--- src/rtl/assert_macros.svh ---
// Assertion macros used by the RTL top level
`ifndef ASSERT_MACROS_SVH
`define ASSERT_MACROS_SVH
`ifndef SYNTHESIS
`define ASSERT_CLK(lbl, clk, rst_n, prop) \
	lbl: assert property (@(posedge clk) disable iff (!rst_n) prop) \
	else $error("assertion failed");
`define ASSERT_NEVER(lbl, clk, rst_n, expr) \
	lbl: assert property (@(posedge clk) disable iff (!rst_n) !(expr)) \
	else $error("forbidden condition");
`else
`define ASSERT_CLK(lbl, clk, rst_n, prop)
`define ASSERT_NEVER(lbl, clk, rst_n, expr)
`endif
`endif

--- src/rtl/roicrop_pkg.sv ---
// Types, constants and tables of the region-of-interest crop filter
`timescale 1ns / 1ps
`default_nettype none
package roicrop_pkg;

	localparam int CORDIC_STAGES = 16;
	localparam int MaxTable = 24;
	localparam int CordicN = (CORDIC_STAGES < MaxTable) ? CORDIC_STAGES : MaxTable;

	// widths of the arithmetic
	localparam int DW = 21;   // point minus origin
	localparam int PW = 41;   // one product
	localparam int FW = 43;   // full projection, 18 fraction bits
	localparam int LW = 26;   // rounded local coordinate
	localparam int CW = 44;   // CORDIC x and y
	localparam int CfgW = 60;

	localparam logic [31:0] ATAN_TABLE [MaxTable] = '{
		32'd536870912, 32'd316933406, 32'd167458907, 32'd85004756, 32'd42667331,
		32'd21354465, 32'd10679838, 32'd5340245, 32'd2670163, 32'd1335087,
		32'd667544, 32'd333772, 32'd166886, 32'd83443, 32'd41721, 32'd20860,
		32'd10430, 32'd5215, 32'd2607, 32'd1303, 32'd651, 32'd325, 32'd162, 32'd81
	};

	typedef enum logic [2:0] {
		CFG_AXIS_X = 3'd0,
		CFG_AXIS_Y = 3'd1,
		CFG_AXIS_Z = 3'd2,
		CFG_ORIGIN = 3'd3,
		CFG_HEIGHT = 3'd4,
		CFG_RANGE  = 3'd5,
		CFG_ANGLE  = 3'd6
	} cfg_index_t;

	typedef struct packed {
		logic signed [19:0] point_x;
		logic signed [19:0] point_y;
		logic signed [19:0] point_z;
		logic               point_valid;
		logic               last_point;
	} point_t;

	typedef struct packed {
		logic               keep;
		logic signed [19:0] out_x;
		logic signed [19:0] out_y;
		logic signed [19:0] out_z;
		logic               out_last;
	} result_t;

	// keep flag so far plus the point, carried beside the CORDIC
	typedef struct packed {
		logic   keep;
		point_t pt;
	} side_t;

endpackage
`default_nettype wire

--- src/rtl/roicrop_skid.sv ---
// Output register with a skid entry so the pipeline stall is registered
`timescale 1ns / 1ps
`default_nettype none
module roicrop_skid (
	input  wire logic                 clk,
	input  wire logic                 arst_n,
	input  wire logic                 in_valid,
	input  wire roicrop_pkg::result_t in_data,
	output logic                      full,
	output logic                      out_valid,
	input  wire logic                 out_stall,
	output roicrop_pkg::result_t      out_data
);
	logic                 skid_valid_q;
	roicrop_pkg::result_t skid_q;
	logic                 out_take;

	assign out_take = out_valid && !out_stall;
	assign full     = skid_valid_q;

	// track occupancy of the output and skid entries
	always_ff @(posedge clk or negedge arst_n) begin
		if (!arst_n) begin
			out_valid    <= 1'b0;
			skid_valid_q <= 1'b0;
		end else if (out_take) begin
			if (skid_valid_q) begin
				skid_valid_q <= 1'b0;
			end else begin
				out_valid <= in_valid;
			end
		end else if (!out_valid) begin
			out_valid <= in_valid;
		end else if (in_valid && !skid_valid_q) begin
			skid_valid_q <= 1'b1;
		end
	end

	// move payload into the output or park it in the skid entry
	always_ff @(posedge clk) begin
		if (out_take) begin
			if (skid_valid_q) begin
				out_data <= skid_q;
			end else begin
				out_data <= in_data;
			end
		end else if (!out_valid) begin
			out_data <= in_data;
		end else if (!skid_valid_q) begin
			skid_q <= in_data;
		end
	end
endmodule
`default_nettype wire

--- config.mk ---
export PLATFORM = sky130hd
export DESIGN_NAME = roicrop_skid
export DESIGN_NICKNAME = d
export VERILOG_FILES = /design/src/rtl/assert_macros.svh /design/src/rtl/roicrop_pkg.sv /design/src/rtl/roicrop_skid.sv
export SDC_FILE = /design/constraint.sdc
export NUM_CORES = 1
export LEC_CHECK = 0
export BUFFER_PORTS_ARGS = -buffer_cell sky130_fd_sc_hd__clkbuf_2
export CAP_MARGIN = 20
export CORE_MARGIN = 3
export CORE_UTILIZATION = 36
export DETAILED_ROUTE_END_ITERATION = 8
export PLACE_DENSITY_LB_ADDON = 0.05
export SYNTH_ARGS = -nofsm -noshare
export SYNTH_HDL_FRONTEND = slang
export SYNTH_SLANG_ARGS = --single-unit
--- constraint.sdc ---
create_clock -name clk -period 5.3 [get_ports clk]
set_input_delay 1.06 -clock clk [delete_from_list [all_inputs] [get_ports clk]]
set_output_delay 1.06 -clock clk [all_outputs]
set_load 0.01 [all_outputs]
==> summary.md <==
| Metric | Value |
|---|---|
| Status | `finished clean` |
| Post-CTS setup buffer count | `0` |
| Leak pwr | `about 0.0029 uW` |
| I/O pin total | `130` |
| Post-synthesis adder-cell area fraction | `0%` |
| Worst-Skew Late Latency | `approximately 400 ps` |
| Clock network power share | `about two fifths` |
| Critical Path AT | `between 3000 and 4000 ps` |
| Cell area after placement | `~6400 um2` |
| Fillers | `1344` |
| Clock slew at reported path FFs | `around 50 ps` |
| Placeable Area | `~15000 um2` |
| Crit path time final | `2960 ps` |
| Mux contribution to synthesized area | `28.9%` |
| GRT overflow | `0` |
| Synth Instances | `roughly 270` |
| Worst slew margin | `38.5%` |
| Final setup fails | `0` |
| Worst vdd ir | `approximately 0.28 mV` |
| Worst-Margin Slew | `922 ps` |
| Global router's overall resource usage | `between 10% and 20%` |
| Pin count of the biggest net entering global routing | `67` |
| Row count | `44` |
| ANT cells | `0` |
| R2R cell count | `3` |
| Crit-path cells | `nand3b_1 -> buf_12 -> mux2_4` |
| R2r endpoint | `out_data[7]$_DFFE_PN_` |
| Largest family of logic cells by synthesized area | `multiplexers` |
| Synthesized area per cell | `20.6 um2` |
| Hold buffers post-CTS | `0` |
| Die area | `~17000 um2` |
| Net count, final | `475` |
| Placer Congestion | `0.709` |
| Internal Power | `2060 uW` |
| Fmax achieved | `between 0.3 and 0.4 GHz` |
| CP Max Fanout | `66` |
| Final Hold Fails | `0` |
| DP Cell Count | `approximately 570` |
| Most common cell after layout, fill and taps aside | `clkbuf_2` |
| I/O Buffers | `around 130` |
| CP required | `about 5500 ps` |
| Initial drt markers | `around 180` |
| HPWL after DPL | `slightly above 6000 um` |
| YS warnings | `0` |
| R2r setup slk | `~2300 ps` |
| Root Buffer | `clkbuf_16` |
| Worst setup EP type | `register` |
| TritonCTS Buffers | `17` |
| Number of global-route vias before repair | `2831` |
| Die Width | `131 um` |
| Yosys reg bits | `126` |
| Post-DRT Antenna Nets | `0` |
| Final WL | `between 10000 and 15000 um` |
| Post-route cell area | `approximately 6900 um2` |
| CTS tree | `done` |
| RSZ-0062 raised after global routing | `no` |
| Layout area overhead | `22.6%` |
| Sw power | `about 600 uW` |
| Hold Crit Class | `in2async` |
| Sequential power share | `48.9%` |
| Initial Utilization | `a little under two fifths` |
| Comb power frac | `around 13%` |
| R2r startpoint | `full$_DFFE_PN0P_` |
| Die Height | `roughly 130 um` |
| Remaining DRCs | `0` |
| Worst setup SP type | `register` |
| Post-route setup TNS | `0 ps` |
| Routed len/inst | `between 15 and 20 um` |
| Final period util | `55.9%` |
| CP peak stage delay | `~1000 ps` |
| Slowest stage cell, crit path | `dfrtp_4` |
| Switching Share | `between 20% and 30%` |
| Post-layout util | `about 46%` |
| Non-Filler Instances | `between 600 and 700` |
| Clk buf depth | `2` |
| Cell area after synthesis | `~5600 um2` |
| Vias per cell | `4.72` |
| Layout cells sized above 1 | `67.2%` |
| # H-tree levels | `4` |
| Initial antenna violation count | `0` |
| Setup CP Type | `reg2reg` |
| First-pass GRT wire length | `~15000 um` |
| Multi-input gate area | `1660 um2` |
| Max-cap violations | `0` |
| Synth Net Count | `338` |
| Xor/xnor share of the synthesized area | `0%` |
| DR vias | `around 2900` |
| P per Cell Area | `just under 400 nW/um2` |
| Register Area | `3780 um2` |
| Post-synth cell types | `13` |
| Most frequent cells in the layout | `129 x clkbuf_2, 124 x edfxtp_1, 64 x mux2_2, 60 x mux2_4, 17 x clkbuf_16` |
| Compound-Gate Fraction of Synth Area | `less than 1%` |
| Final Skew | `6.60 ps` |
| Final Max Slew Viols | `0` |
| Post-CTS sizing | `0` |
| Num Clock Sinks | `~130` |
| Simple-Gate Fraction of Synth Area | `less than 1%` |
| Seq/Total Area, Yosys | `between 60 and 70%` |
| Router iterations before antenna repair | `4` |
through the flow:
stage / setup slack, ps / total power, uW / hold WS (ps)
after floorplan: 898 / 1560 / 546
after global placement: 2220 / 1670 / 552
after detailed placement: 2230 / 1680 / 558
after CTS: 2240 / 2710 / 408
after global routing: 2160 / 2790 / 411
final: 2340 / 2670 / 431
critical path, delay by kind of cell, from the launching register on:
family	cells	cell delay [ps]
DFF	1	1030
and+or+nand+nor	1	780
muxes	1	340
buffers and inverters	1	510
layer usage:
metal / routed length [um] / global-route usage, % / up-vias
met5: 0 / 0 / -
met3: 808 / 5.53 / 9
met2: 4760 / 18.9 / 93
met4: 149 / 5.26 / 0
met1: 4510 / 14.8 / 1410
li1: - / - / 1345
sequential cells by signal (all words and copies together), names as in the netlist:
register   flops
skid_q        62
out_valid      1
out_data      62
full           1
cells by family after synthesis:
logic type | after synthesis
simple gates | 3
compound gates | 3
flops | 126
mux | 124
buf+inv | 16
power by group through the flow:
stage	registers (uW)	logic, uW	clock network, uW
floorplan	1320	239	0
global placement	1330	344	0
detailed placement	1330	349	0
CTS	1310	350	1060
global route	1320	371	1100
finish	1310	339	1020
synth_stat cells:
library cell  count  area [um2]
edfxtp_1        124        3720
mux2_2           64         721
mux2_4           60         901
buf_2             7        35.0
buf_12            6         120
a21oi_1           2        10.0
dfrtp_1           2        50.1
inv_1             2        7.51
buf_6             1        11.3
nand2_1           1        3.75
nand2b_1          1        6.26
nand3b_1          1        7.51
o21ai_0           1        5.00
how the worst max path moves through the flow:
stage                     startpoint               endpoint  depth (start not counted)
floorplan                  out_stall    skid_q[0]$_DFFE_PP_                          2
global placement           out_stall   skid_q[16]$_DFFE_PP_                          4
detailed placement         out_stall   skid_q[16]$_DFFE_PP_                          4
CTS                 full$_DFFE_PN0P_  out_data[7]$_DFFE_PN_                          3
global route        full$_DFFE_PN0P_  out_data[7]$_DFFE_PN_                          3
finish              full$_DFFE_PN0P_  out_data[7]$_DFFE_PN_                          3
final cells by class:
class | count | area share (%)
clock buffers | 19 | 6.30
inverters | 2 | 0.109
flip-flops and latches | 126 | 55.0
repair buffers | 132 | 9.91
clock inverters | 12 | 1.15
well taps | 184 | 3.35
multi-input cells | 130 | 24.2
Note: power is estimated with default switching activity, not from simulation.
